`config.mk`:
```
export PLATFORM = sky130hd
export DESIGN_NAME = ring_buffer_deque_top
export DESIGN_NICKNAME = d
export VERILOG_FILES = /design/src/rtl/rbdq_pkg.sv /design/src/rtl/rbdq_ram.sv /design/src/rtl/rbdq_ctrl.sv /design/src/rtl/rbdq_dp.sv /design/src/rtl/ring_buffer_deque_top.sv
export SDC_FILE = /design/constraint.sdc
export NUM_CORES = 2
export LEC_CHECK = 0
export ABC_AREA = 1
export BUFFER_PORTS_ARGS = -buffer_cell sky130_fd_sc_hd__buf_2
export CORE_ASPECT_RATIO = 0.75
export CORE_MARGIN = 2
export CORE_UTILIZATION = 40
export DETAILED_ROUTE_END_ITERATION = 10
export GPL_TIMING_DRIVEN = 1
export PLACE_DENSITY = 0.55
export SLEW_MARGIN = 20
export SYNTH_ARGS = -nofsm -noshare
export SYNTH_HDL_FRONTEND = slang
export SYNTH_SLANG_ARGS = --single-unit
```
`constraint.sdc`:
```
create_clock -name clk -period 10.78 [get_ports clk]
set_input_delay 2.156 -clock clk [delete_from_list [all_inputs] [get_ports clk]]
set_output_delay 2.156 -clock clk [all_outputs]
set_load 0.01 [all_outputs]
```
`src/rtl/rbdq_pkg.sv`:
```
// shared constants and types for the ring buffer deque
`default_nettype none
package rbdq_pkg;

    localparam int DEPTH    = 64;
    localparam int IDX_W    = $clog2(DEPTH);
    localparam int CNT_W    = $clog2(DEPTH + 1);
    localparam int WORD_W   = 32;
    localparam int FUNC_W   = 3;

    localparam logic [FUNC_W-1:0] FUNC_IDLE       = 3'd0;
    localparam logic [FUNC_W-1:0] FUNC_PUSH_FRONT = 3'd1;
    localparam logic [FUNC_W-1:0] FUNC_PUSH_BACK  = 3'd2;
    localparam logic [FUNC_W-1:0] FUNC_POP_FRONT  = 3'd3;
    localparam logic [FUNC_W-1:0] FUNC_POP_BACK   = 3'd4;
    localparam logic [FUNC_W-1:0] FUNC_CLEAR      = 3'd5;

    localparam logic [WORD_W-1:0] NO_WORD = '1;

    typedef struct packed {
        logic latch_in;
        logic apply_op;
        logic rd_ends;
        logic load_out;
    } rbdq_cmd_t;

endpackage
`default_nettype wire

```
`src/rtl/rbdq_ram.sv`:
```
// generic ram, one write port and two registered read ports
`default_nettype none
module rbdq_ram #(
    parameter int WIDTH = 32,
    parameter int DEPTH = 64
) (
    input  wire logic                     clk,
    input  wire logic                     wr_en,
    input  wire logic [$clog2(DEPTH)-1:0] wr_addr,
    input  wire logic [WIDTH-1:0]         wr_data,
    input  wire logic                     rd_en_a,
    input  wire logic [$clog2(DEPTH)-1:0] rd_addr_a,
    output logic      [WIDTH-1:0]         rd_data_a,
    input  wire logic                     rd_en_b,
    input  wire logic [$clog2(DEPTH)-1:0] rd_addr_b,
    output logic      [WIDTH-1:0]         rd_data_b
);

    logic [WIDTH-1:0] mem [DEPTH];

    always_ff @(posedge clk)
    begin
        if (wr_en)
        begin
            mem[wr_addr] <= wr_data;
        end
        if (rd_en_a)
        begin
            rd_data_a <= mem[rd_addr_a];
        end
        if (rd_en_b)
        begin
            rd_data_b <= mem[rd_addr_b];
        end
    end

endmodule
`default_nettype wire

```
`src/rtl/rbdq_ctrl.sv`:
```
// sequencing state machine for the ring buffer deque
`default_nettype none
module rbdq_ctrl
    import rbdq_pkg::*;
(
    input  wire logic clk,
    input  wire logic rst_n,
    input  wire logic in_valid,
    output logic      in_ready,
    output logic      out_valid,
    input  wire logic out_ready,
    output rbdq_cmd_t cmd
);

    typedef enum logic [3:0] {
        S_IDLE  = 4'b0001,
        S_POPRD = 4'b0010,
        S_ENDRD = 4'b0100,
        S_FIN   = 4'b1000
    } state_t;

    state_t state_reg, state_next;
    logic   out_valid_reg, out_valid_next;

    always_comb
    begin
        state_next     = state_reg;
        cmd            = '0;
        in_ready       = 1'b0;
        unique case (state_reg)
            S_IDLE:
            begin
                in_ready = 1'b1;
                if (in_valid)
                begin
                    cmd.latch_in = 1'b1;
                    state_next   = S_POPRD;
                end
            end
            S_POPRD:
            begin
                cmd.apply_op = 1'b1;
                state_next   = S_ENDRD;
            end
            S_ENDRD:
            begin
                cmd.rd_ends = 1'b1;
                state_next  = S_FIN;
            end
            S_FIN:
            begin
                if (!out_valid_reg || out_ready)
                begin
                    cmd.load_out = 1'b1;
                    state_next   = S_IDLE;
                end
            end
            default:
            begin
                state_next = S_IDLE;
            end
        endcase
    end

    always_comb
    begin
        out_valid_next = out_valid_reg;
        if (cmd.load_out)
        begin
            out_valid_next = 1'b1;
        end
        else if (out_ready)
        begin
            out_valid_next = 1'b0;
        end
    end

    always_ff @(posedge clk or negedge rst_n)
    begin
        if (!rst_n)
        begin
            state_reg     <= S_IDLE;
            out_valid_reg <= 1'b0;
        end
        else
        begin
            state_reg     <= state_next;
            out_valid_reg <= out_valid_next;
        end
    end

    assign out_valid = out_valid_reg;

endmodule
`default_nettype wire

```
`src/rtl/rbdq_dp.sv`:
```
// datapath: indices, fill count, word store and result register
`default_nettype none
module rbdq_dp
    import rbdq_pkg::*;
(
    input  wire logic                     clk,
    input  wire logic                     rst_n,
    input  wire rbdq_cmd_t                cmd,
    input  wire logic        [FUNC_W-1:0] func,
    input  wire logic signed [WORD_W-1:0] push_word,
    output logic signed      [WORD_W-1:0] popped_word,
    output logic signed      [WORD_W-1:0] head_word,
    output logic signed      [WORD_W-1:0] tail_word,
    output logic             [6:0]        count,
    output logic                          is_empty,
    output logic                          overflow
);

    logic [FUNC_W-1:0] func_reg;
    logic [WORD_W-1:0] word_reg;
    logic [IDX_W-1:0]  head_reg, head_next;
    logic [IDX_W-1:0]  tail_reg, tail_next;
    logic [CNT_W-1:0]  cnt_reg, cnt_next;
    logic              pop_ok_reg, pop_ok_next;
    logic              ovf_reg, ovf_next;
    logic [WORD_W-1:0] pop_word_reg;
    logic              pop_cap_reg;

    logic [WORD_W-1:0] popped_reg, head_w_reg, tail_w_reg;
    logic [6:0]        count_reg;
    logic              empty_reg, ovf_out_reg;

    logic [IDX_W-1:0]  head_m1, head_p1, tail_m1, tail_p1;
    logic              full, is_push;
    logic              wr_en;
    logic [IDX_W-1:0]  wr_addr;
    logic              rd_en_a;
    logic [IDX_W-1:0]  rd_addr_a;
    logic [WORD_W-1:0] rd_data_a, rd_data_b;

    assign head_m1 = (head_reg == '0) ? IDX_W'(DEPTH - 1) : head_reg - 1'b1;
    assign head_p1 = (head_reg == IDX_W'(DEPTH - 1)) ? '0 : head_reg + 1'b1;
    assign tail_m1 = (tail_reg == '0) ? IDX_W'(DEPTH - 1) : tail_reg - 1'b1;
    assign tail_p1 = (tail_reg == IDX_W'(DEPTH - 1)) ? '0 : tail_reg + 1'b1;
    assign full    = (cnt_reg == CNT_W'(DEPTH));
    assign is_push = (func_reg == FUNC_PUSH_FRONT) || (func_reg == FUNC_PUSH_BACK);

    always_comb
    begin
        head_next   = head_reg;
        tail_next   = tail_reg;
        cnt_next    = cnt_reg;
        pop_ok_next = pop_ok_reg;
        ovf_next    = ovf_reg;
        wr_en       = 1'b0;
        wr_addr     = tail_reg;
        if (cmd.apply_op)
        begin
            pop_ok_next = 1'b0;
            ovf_next    = is_push && full;
            case (func_reg)
                FUNC_PUSH_FRONT:
                begin
                    if (!full)
                    begin
                        head_next = head_m1;
                        wr_en     = 1'b1;
                        wr_addr   = head_m1;
                        cnt_next  = cnt_reg + 1'b1;
                    end
                end
                FUNC_PUSH_BACK:
                begin
                    if (!full)
                    begin
                        tail_next = tail_p1;
                        wr_en     = 1'b1;
                        wr_addr   = tail_reg;
                        cnt_next  = cnt_reg + 1'b1;
                    end
                end
                FUNC_POP_FRONT:
                begin
                    if (cnt_reg != '0)
                    begin
                        head_next   = head_p1;
                        cnt_next    = cnt_reg - 1'b1;
                        pop_ok_next = 1'b1;
                    end
                end
                FUNC_POP_BACK:
                begin
                    if (cnt_reg != '0)
                    begin
                        tail_next   = tail_m1;
                        cnt_next    = cnt_reg - 1'b1;
                        pop_ok_next = 1'b1;
                    end
                end
                FUNC_CLEAR:
                begin
                    head_next = '0;
                    tail_next = '0;
                    cnt_next  = '0;
                end
                default:
                begin
                end
            endcase
        end
    end

    // pop address on apply, front index when fetching the end words
    assign rd_en_a   = cmd.apply_op || cmd.rd_ends;
    assign rd_addr_a = (cmd.apply_op && (func_reg == FUNC_POP_BACK)) ? tail_m1 : head_reg;

    rbdq_ram #(
        .WIDTH (WORD_W),
        .DEPTH (DEPTH)
    ) u_ram (
        .clk       (clk),
        .wr_en     (wr_en),
        .wr_addr   (wr_addr),
        .wr_data   (word_reg),
        .rd_en_a   (rd_en_a),
        .rd_addr_a (rd_addr_a),
        .rd_data_a (rd_data_a),
        .rd_en_b   (cmd.rd_ends),
        .rd_addr_b (tail_m1),
        .rd_data_b (rd_data_b)
    );

    always_ff @(posedge clk or negedge rst_n)
    begin
        if (!rst_n)
        begin
            head_reg    <= '0;
            tail_reg    <= '0;
            cnt_reg     <= '0;
            pop_ok_reg  <= 1'b0;
            ovf_reg     <= 1'b0;
            pop_cap_reg <= 1'b0;
        end
        else
        begin
            head_reg    <= head_next;
            tail_reg    <= tail_next;
            cnt_reg     <= cnt_next;
            pop_ok_reg  <= pop_ok_next;
            ovf_reg     <= ovf_next;
            pop_cap_reg <= cmd.apply_op;
        end
    end

    always_ff @(posedge clk)
    begin
        if (cmd.latch_in)
        begin
            func_reg <= func;
            word_reg <= push_word;
        end
        if (pop_cap_reg)
        begin
            pop_word_reg <= rd_data_a;
        end
        if (cmd.load_out)
        begin
            popped_reg  <= pop_ok_reg ? pop_word_reg : NO_WORD;
            head_w_reg  <= (cnt_reg != '0) ? rd_data_a : NO_WORD;
            tail_w_reg  <= (cnt_reg != '0) ? rd_data_b : NO_WORD;
            count_reg   <= 7'(cnt_reg);
            empty_reg   <= (cnt_reg == '0);
            ovf_out_reg <= ovf_reg;
        end
    end

    assign popped_word = signed'(popped_reg);
    assign head_word   = signed'(head_w_reg);
    assign tail_word   = signed'(tail_w_reg);
    assign count       = count_reg;
    assign is_empty    = empty_reg;
    assign overflow    = ovf_out_reg;

endmodule
`default_nettype wire

```
`src/rtl/ring_buffer_deque_top.sv`:
```
// top level of the ring buffer deque
//
// double-ended queue of signed 32-bit words in a 64-entry circular store.
// input channel (in_valid / in_ready) carries one operation per item:
// func selects idle, push front, push back, pop front, pop back or clear,
// push_word is the word for a push. codes 6 and 7 act as idle.
// output channel (out_valid / out_ready) returns one result per item:
// popped word (-1 when nothing popped), front and back words (-1 when
// empty), count, empty flag and overflow for a push dropped when full.
// each item runs through these steps in order: accept, apply and read the
// popped entry from the store, read the front and back entries, load the
// result register. the next item is taken in the cycle after the result
// register is loaded, since the two store reads of one item follow its
// write through the single write port.
// the result register parts the channels: a new item is accepted while
// an earlier result waits; a stalled receiver holds the finished item
// until the result register is free.
// reset clears the indices, count and valid flags; store contents stay
// undefined and are only ever read where a word was written.
`default_nettype none
module ring_buffer_deque_top
    import rbdq_pkg::*;
(
    input  wire logic                     clk,
    input  wire logic                     rst_n,
    input  wire logic                     in_valid,
    output logic                          in_ready,
    input  wire logic        [FUNC_W-1:0] func,
    input  wire logic signed [WORD_W-1:0] push_word,
    output logic                          out_valid,
    input  wire logic                     out_ready,
    output logic signed      [WORD_W-1:0] popped_word,
    output logic signed      [WORD_W-1:0] head_word,
    output logic signed      [WORD_W-1:0] tail_word,
    output logic             [6:0]        count,
    output logic                          is_empty,
    output logic                          overflow
);

    rbdq_cmd_t cmd;

    rbdq_ctrl u_ctrl (
        .clk       (clk),
        .rst_n     (rst_n),
        .in_valid  (in_valid),
        .in_ready  (in_ready),
        .out_valid (out_valid),
        .out_ready (out_ready),
        .cmd       (cmd)
    );

    rbdq_dp u_dp (
        .clk         (clk),
        .rst_n       (rst_n),
        .cmd         (cmd),
        .func        (func),
        .push_word   (push_word),
        .popped_word (popped_word),
        .head_word   (head_word),
        .tail_word   (tail_word),
        .count       (count),
        .is_empty    (is_empty),
        .overflow    (overflow)
    );

endmodule
`default_nettype wire

```
Yosys cells after proc, flatten, opt, wreduce, memory -nomap -nowiden. Memory sizes are Yosys's and may differ from the RTL's. A register that Yosys moved wholly into a read port is not among the register bits. Cells that the tools add are included.

Bits in registers: 199. Memory bits (writable): 2048. Output and inout bits: 107. Memories kept: 1.

$add $sub $neg: 6. Eq/ne operators: 20. Multiplexer cells: 36. Reductions and logical operators: 20.

Memories: u_dp.u_ram.mem (words 64, bits a word 32, read ports 2, clocked after memory_dff 2, wr ports 1, line rbdq_ram.sv:19) `logic [WIDTH-1:0] mem [DEPTH];`.

Operators with widths (number): 6-bit two-way mux (12); 6-bit one-hot mux with 3 select lines (2); 7-bit one-hot mux with 3 select lines (1); 1-bit two-way mux (16); 4-bit one-hot mux with 4 select lines (1); 7-bit two-way mux (2); 6-bit by 1-bit adder with 6-bit output, second input constant (2); 6-bit == test, second input constant (2); 6-bit logical NOT (2); 4-bit AND reduction (3); 6-bit by 1-bit subtractor with 6-bit output, second input constant (2); 3-bit nonzero test (3); 4-bit two-way mux (2); 2-bit by 1-bit inequality test with 1-bit output, second input constant (4); 2-bit inequality test, second input constant (4); 7-bit by 1-bit adder with 7-bit output, second input constant (1); 7-bit == test, second input constant (1); 7-bit logical NOT (1); 7-bit nonzero test (1); 7-bit by 1-bit subtractor with 7-bit output, second input constant (1); 3-bit by 2-bit == test with 1-bit output, second input constant (2); 3-bit == test, second input constant (2); 4-bit by 1-bit == test with 1-bit output, second input constant (1); 4-bit by 2-bit == test with 1-bit output, second input constant (1); 9 further kinds (13).

Depth between registers and ports, before layout.
Depth after elaboration: 6. Mapped depth: 18. Mapped depth without buffers: 15.

Hierarchy. A second synthesis with hierarchy kept.

Cell total of the unflattened synthesis: 12082. Area total of the unflattened synthesis: 112517.9 um2.

By module, submodules not included: rbdq_ram (instances 1, cells each 11401, area an instance 104296.3 um2, sequential area each 63420.8 um2); rbdq_dp (instances 1, cells each 647, area an instance 7957.6 um2, sequential area each 5715.5 um2); rbdq_ctrl (instances 1, cells each 34, area an instance 264.0 um2, sequential area each 126.4 um2).

Least setup slack after synthesis. OpenSTA, ideal clock, no wires.

Path type: input port to flip-flop. Start point: in out_ready. End point: reg u_dp.count_reg[0], in the netlist u_dp.count[0] (enable). Library setup time: 569 ps. Arrival: 6555 ps. Setup slack: 3656 ps. Stages: 2. Path buffers: 0. Cells stage by stage: nor2_1 > nor2_1.

RTL lines: from (decl) (line ring_buffer_deque_top.sv:31) `input wire logic out_ready,`; to (signal assigned) (line rbdq_dp.sv:171) `count_reg <= 7'(cnt_reg);`; to (decl) (line rbdq_dp.sv:30) `logic [6:0] count_reg;`.

Worst setup path after layout.
Start point: reg u_dp.tail_reg[0]. End point: reg u_dp.u_ram.rd_data_b[8] (read register of u_dp.u_ram.mem) (data pin).

Cells in the longest elaborated chain, start to end: 2.

Ends and longest elaborated chain: from (decl) (line rbdq_dp.sv:22) `logic [IDX_W-1:0] tail_reg, tail_next;`; from (signal assigned) (line rbdq_dp.sv:147) `tail_reg <= tail_next;`; 6-bit by 1-bit subtractor with 6-bit output or 6-bit logical NOT (tied branches) (line rbdq_dp.sv:43) `assign tail_m1 = (tail_reg == '0) ? IDX_W'(DEPTH - 1) : tail_reg - 1'b1;`; 6-bit two-way mux * (line rbdq_dp.sv:43); to (decl) (line rbdq_ram.sv:16) `output logic [WIDTH-1:0] rd_data_b`.

Mark *: on every way between the ends. The rest lies on a longest branch, timed or not. A chain may end at the register's enable or synchronous reset.

==> impl_metrics.env <==
export IMPL_grt_usage_pct=30.17
export IMPL_synth_top_area_cell="edfxtp_1"
export IMPL_pwr_share_clk_pct=21.9
export IMPL_avgSynthCellArea_sq_um=9.050
export IMPL_top_register="u_dp.u_ram.mem"
export IMPL_post_synth_inst_count=12860
export IMPL_timing_fmax_mhz=167.5
export IMPL_antenna_found_initial=22
export IMPL_grt_pass1_vias=93290
export IMPL_power_density_mw_per_mm2=297.5
export IMPL_holdPathStages=0
export IMPL_hp_class="register to register"
export IMPL_grt_pass1_wl_mm=658.0
export IMPL_drt_total_wl_mm=460.2
export IMPL_die_area_sq_mm=0.2954
export IMPL_synth_yosys_seq_area_share_pct=59.50
export IMPL_numCtsBuffers=242
export IMPL_setup_tns_final_ns=0
export IMPL_clk_pin_slew_ns=0.07
export IMPL_swShare_pct=47.31
export IMPL_setup_viol=0
export IMPL_synth_top_area_share_pct=58.92
export IMPL_place_inst=16120
export IMPL_first_pass_iters=8
export IMPL_placed_cell_area_sq_mm=0.1205
export IMPL_cts_root_buf="clkbuf_16"
export IMPL_row_count=171
export IMPL_ff2ff_setup_slack_ns=4.81
export IMPL_crit_path_top_delay_cell="buf_4"
export IMPL_ir_worst_vdd_uv=470.5
export IMPL_endpoint_kind="register"
export IMPL_cts_tree="yes"
export IMPL_worstSetupPathType="register to register"
export IMPL_final_cells=16590
export IMPL_finalNetCount=12520
export IMPL_initial_utilization_pct=40.21
export IMPL_crit_fanout=94
export IMPL_vias_per_cell=6.008
export IMPL_post_cts_resized=0
export IMPL_met1_length_mm=185.0
export IMPL_ff2ff_path_depth=14
export IMPL_final_common_cell="nand2_1"
export IMPL_dpl_hpwl_mm=240.4
export IMPL_fin_crit_ns=5.969
export IMPL_ys_types=40
export IMPL_final_cell_mix="nand2_1 (3491), nand3_1 (2957), edfxtp_1 (2284)"
export IMPL_io_pin_count=146
export IMPL_clockBufferDepth=4
export IMPL_die_w_um=626.9
export IMPL_die_height_um=471.2
export IMPL_synthTopCellsByArea="edfxtp_1 (59%), nand3_1 (13%), nand2_1 (11%)"
export IMPL_grt_max_degree=183
export IMPL_combPwrFrac_pct=49.4
export IMPL_drc_errors=0
export IMPL_wl_met3_mm=53.50
export IMPL_pwr_share_seq_pct=28.7
export IMPL_place_gp_congestion=0.8685
export IMPL_drv_cap=0
export IMPL_tightest_slew_ns=1.174
export IMPL_crit_path_frequent_cell="nand2_1"
export IMPL_outcome="finished clean"
export IMPL_r2r_start="u_dp.tail_reg[0]"
export IMPL_layout_drive_gt1_share_pct=6.917
export IMPL_intPower_mw=20.09
export IMPL_overflow=0
export IMPL_netlist_area_sq_mm=0.1164
export IMPL_netSwitchingPower_mw=18.04
export IMPL_syn2layout_area_growth_pct=10.10
export IMPL_slew_headroom_pct=21.75
export IMPL_via_count=99660
export IMPL_crit_chain="inv_1 > ha_4 > inv_8 > buf_4 > buf_4 > buf_4 > o21ai_0 > o21ai_0 > nand2_1 > nand2_1 > nand2_1 > nand3_1 > nand3_1 > nand2_1"
export IMPL_ys_warn_count=0
export IMPL_drtIter0Drc=15570
export IMPL_ant_nets=0
export IMPL_rsz0062_at_grt="no"
export IMPL_coreArea_sq_mm=0.2895
export IMPL_cts_sinks=2311
export IMPL_critical_path_arrival_ns=6.73
export IMPL_slowest_delay_ns=0.82
export IMPL_final_util_pct=44.27
export IMPL_post_route_period_util_pct=55.37
export IMPL_htree_levels=4
export IMPL_top_layer_used="met5"
export IMPL_hold_viol_final=0
export IMPL_design_area_sq_mm=0.1282
export IMPL_final_max_slew_viol_count=0
export IMPL_start_kind="register"
export IMPL_worstReg2RegEnd="u_dp.u_ram.rd_data_b[8]"
export IMPL_wl_per_cell_um=27.74
export IMPL_min_delay_start="u_dp.ovf_reg"
export IMPL_clock_skew_final_ns=0.05038
export IMPL_largest_reg_flops=2048
export IMPL_wl_met2_mm=195.7
export IMPL_hold_end="u_dp.overflow"
export IMPL_port_buffer_count=145
export IMPL_power_mw=38.13
export IMPL_synth_fp_nets=12910
export IMPL_ctsHoldBuffers=0
export IMPL_critPathRequiredTime_ns=11.54
export IMPL_cts_setup_buffers=0
export IMPL_synth_seq_cells=2311
export IMPL_p_leak_nw=49.25
export IMPL_clk_latency_ns=0.92
## power by group through the flow
stage                     sequential (mW)  clock, mW  combinational [mW]
after global placement               11.1          0                18.2
after CTS                            10.9       8.44                18.3
after floorplan                      11.1          0                11.5
after detailed placement             11.1          0                18.3
after global routing                 10.9       8.77                20.1
final                                10.9       8.35                18.8
## synthesized netlist by cell type, drive strengths merged
cell       n
nand3b    82
nand4      3
o211ai   216
o31ai      1
nor2     616
a21o       1
nand2   3499
a31oi      1
clkbuf   460
xnor2      3
a21oi    310
fa         1
ha        10
nand3   2958
o21bai    15
inv      773
or2       71
o22ai     42
dfstp      1
edfxtp  2284
buf      548
xor2       6
a22oi      6
nor3       9
clkinv     2
o21a       1
o21ai    919
dfrtp     26
## kinds of logic (layout without fill, tap and decap cells)
logic type	Yosys count	after routing	share of synthesized area, %
xor+xnor	9	9	0.07417
other cells	0	31	0
flops	2311	2311	59.50
simple gates	7238	7238	26.97
fa+ha+maj	11	11	0.1247
buf+inv	1783	1584	6.257
compound gates	1512	1512	7.075
## worst max-delay path, delay by kind of cell, from the launching register on
| family | cells | cell delay, ns |
|---|---|---|
| AO/OA/AOI/OAI | 2 | 0.44 |
| AND/OR/NAND/NOR | 6 | 1.02 |
| adder cells (fa/ha/maj) | 1 | 0.45 |
| buffers and inverters | 5 | 3.05 |
| flip-flops | 1 | 0.53 |
## stage by stage
step / setup slack, ns / hold WS, ns
final: 4.811 / 0.4846
after global routing: 4.676 / 0.4908
after CTS: 5.002 / 0.4813
after detailed placement: 4.999 / 0.4661
after global placement: 5.095 / 0.4593
after floorplan: 3.656 / 0.4183
## worst max path at each step
stage                     start                 endpoint  slack, ns  cells after the start
4_1_cts        u_dp.tail_reg[0]  u_dp.u_ram.rd_data_b[3]       5.00                     14
2_1_floorplan         out_ready            u_dp.count[0]       3.66                      2
5_1_grt        u_dp.tail_reg[0]  u_dp.u_ram.rd_data_b[3]       4.68                     14
6_report       u_dp.tail_reg[0]  u_dp.u_ram.rd_data_b[8]       4.81                     14
3_5_place_dp   u_dp.tail_reg[0]  u_dp.u_ram.rd_data_b[3]       5.00                     14
3_3_place_gp   u_dp.tail_reg[0]  u_dp.u_ram.rd_data_b[3]       5.09                     14
## per-layer routing
metal	vias up	GRT usage, %
met5	-	0
met4	18	16.01
met3	1198	6.324
met2	6878	44.22
met1	47950	41.92
li1	43610	-
## area by class of cell
cell class / instances / area [sq um]
inverters: 775 / 2972
diodes: 31 / 77.57
flip-flops and latches: 2311 / 69260
clock buffers: 291 / 6282
clock inverters: 149 / 1309
fillers: 27480 / 161300
multi-input cells: 8770 / 40520
repair buffers: 369 / 2870
well taps: 3892 / 4870
No activity file was read; power rests on OpenSTA's default activity.
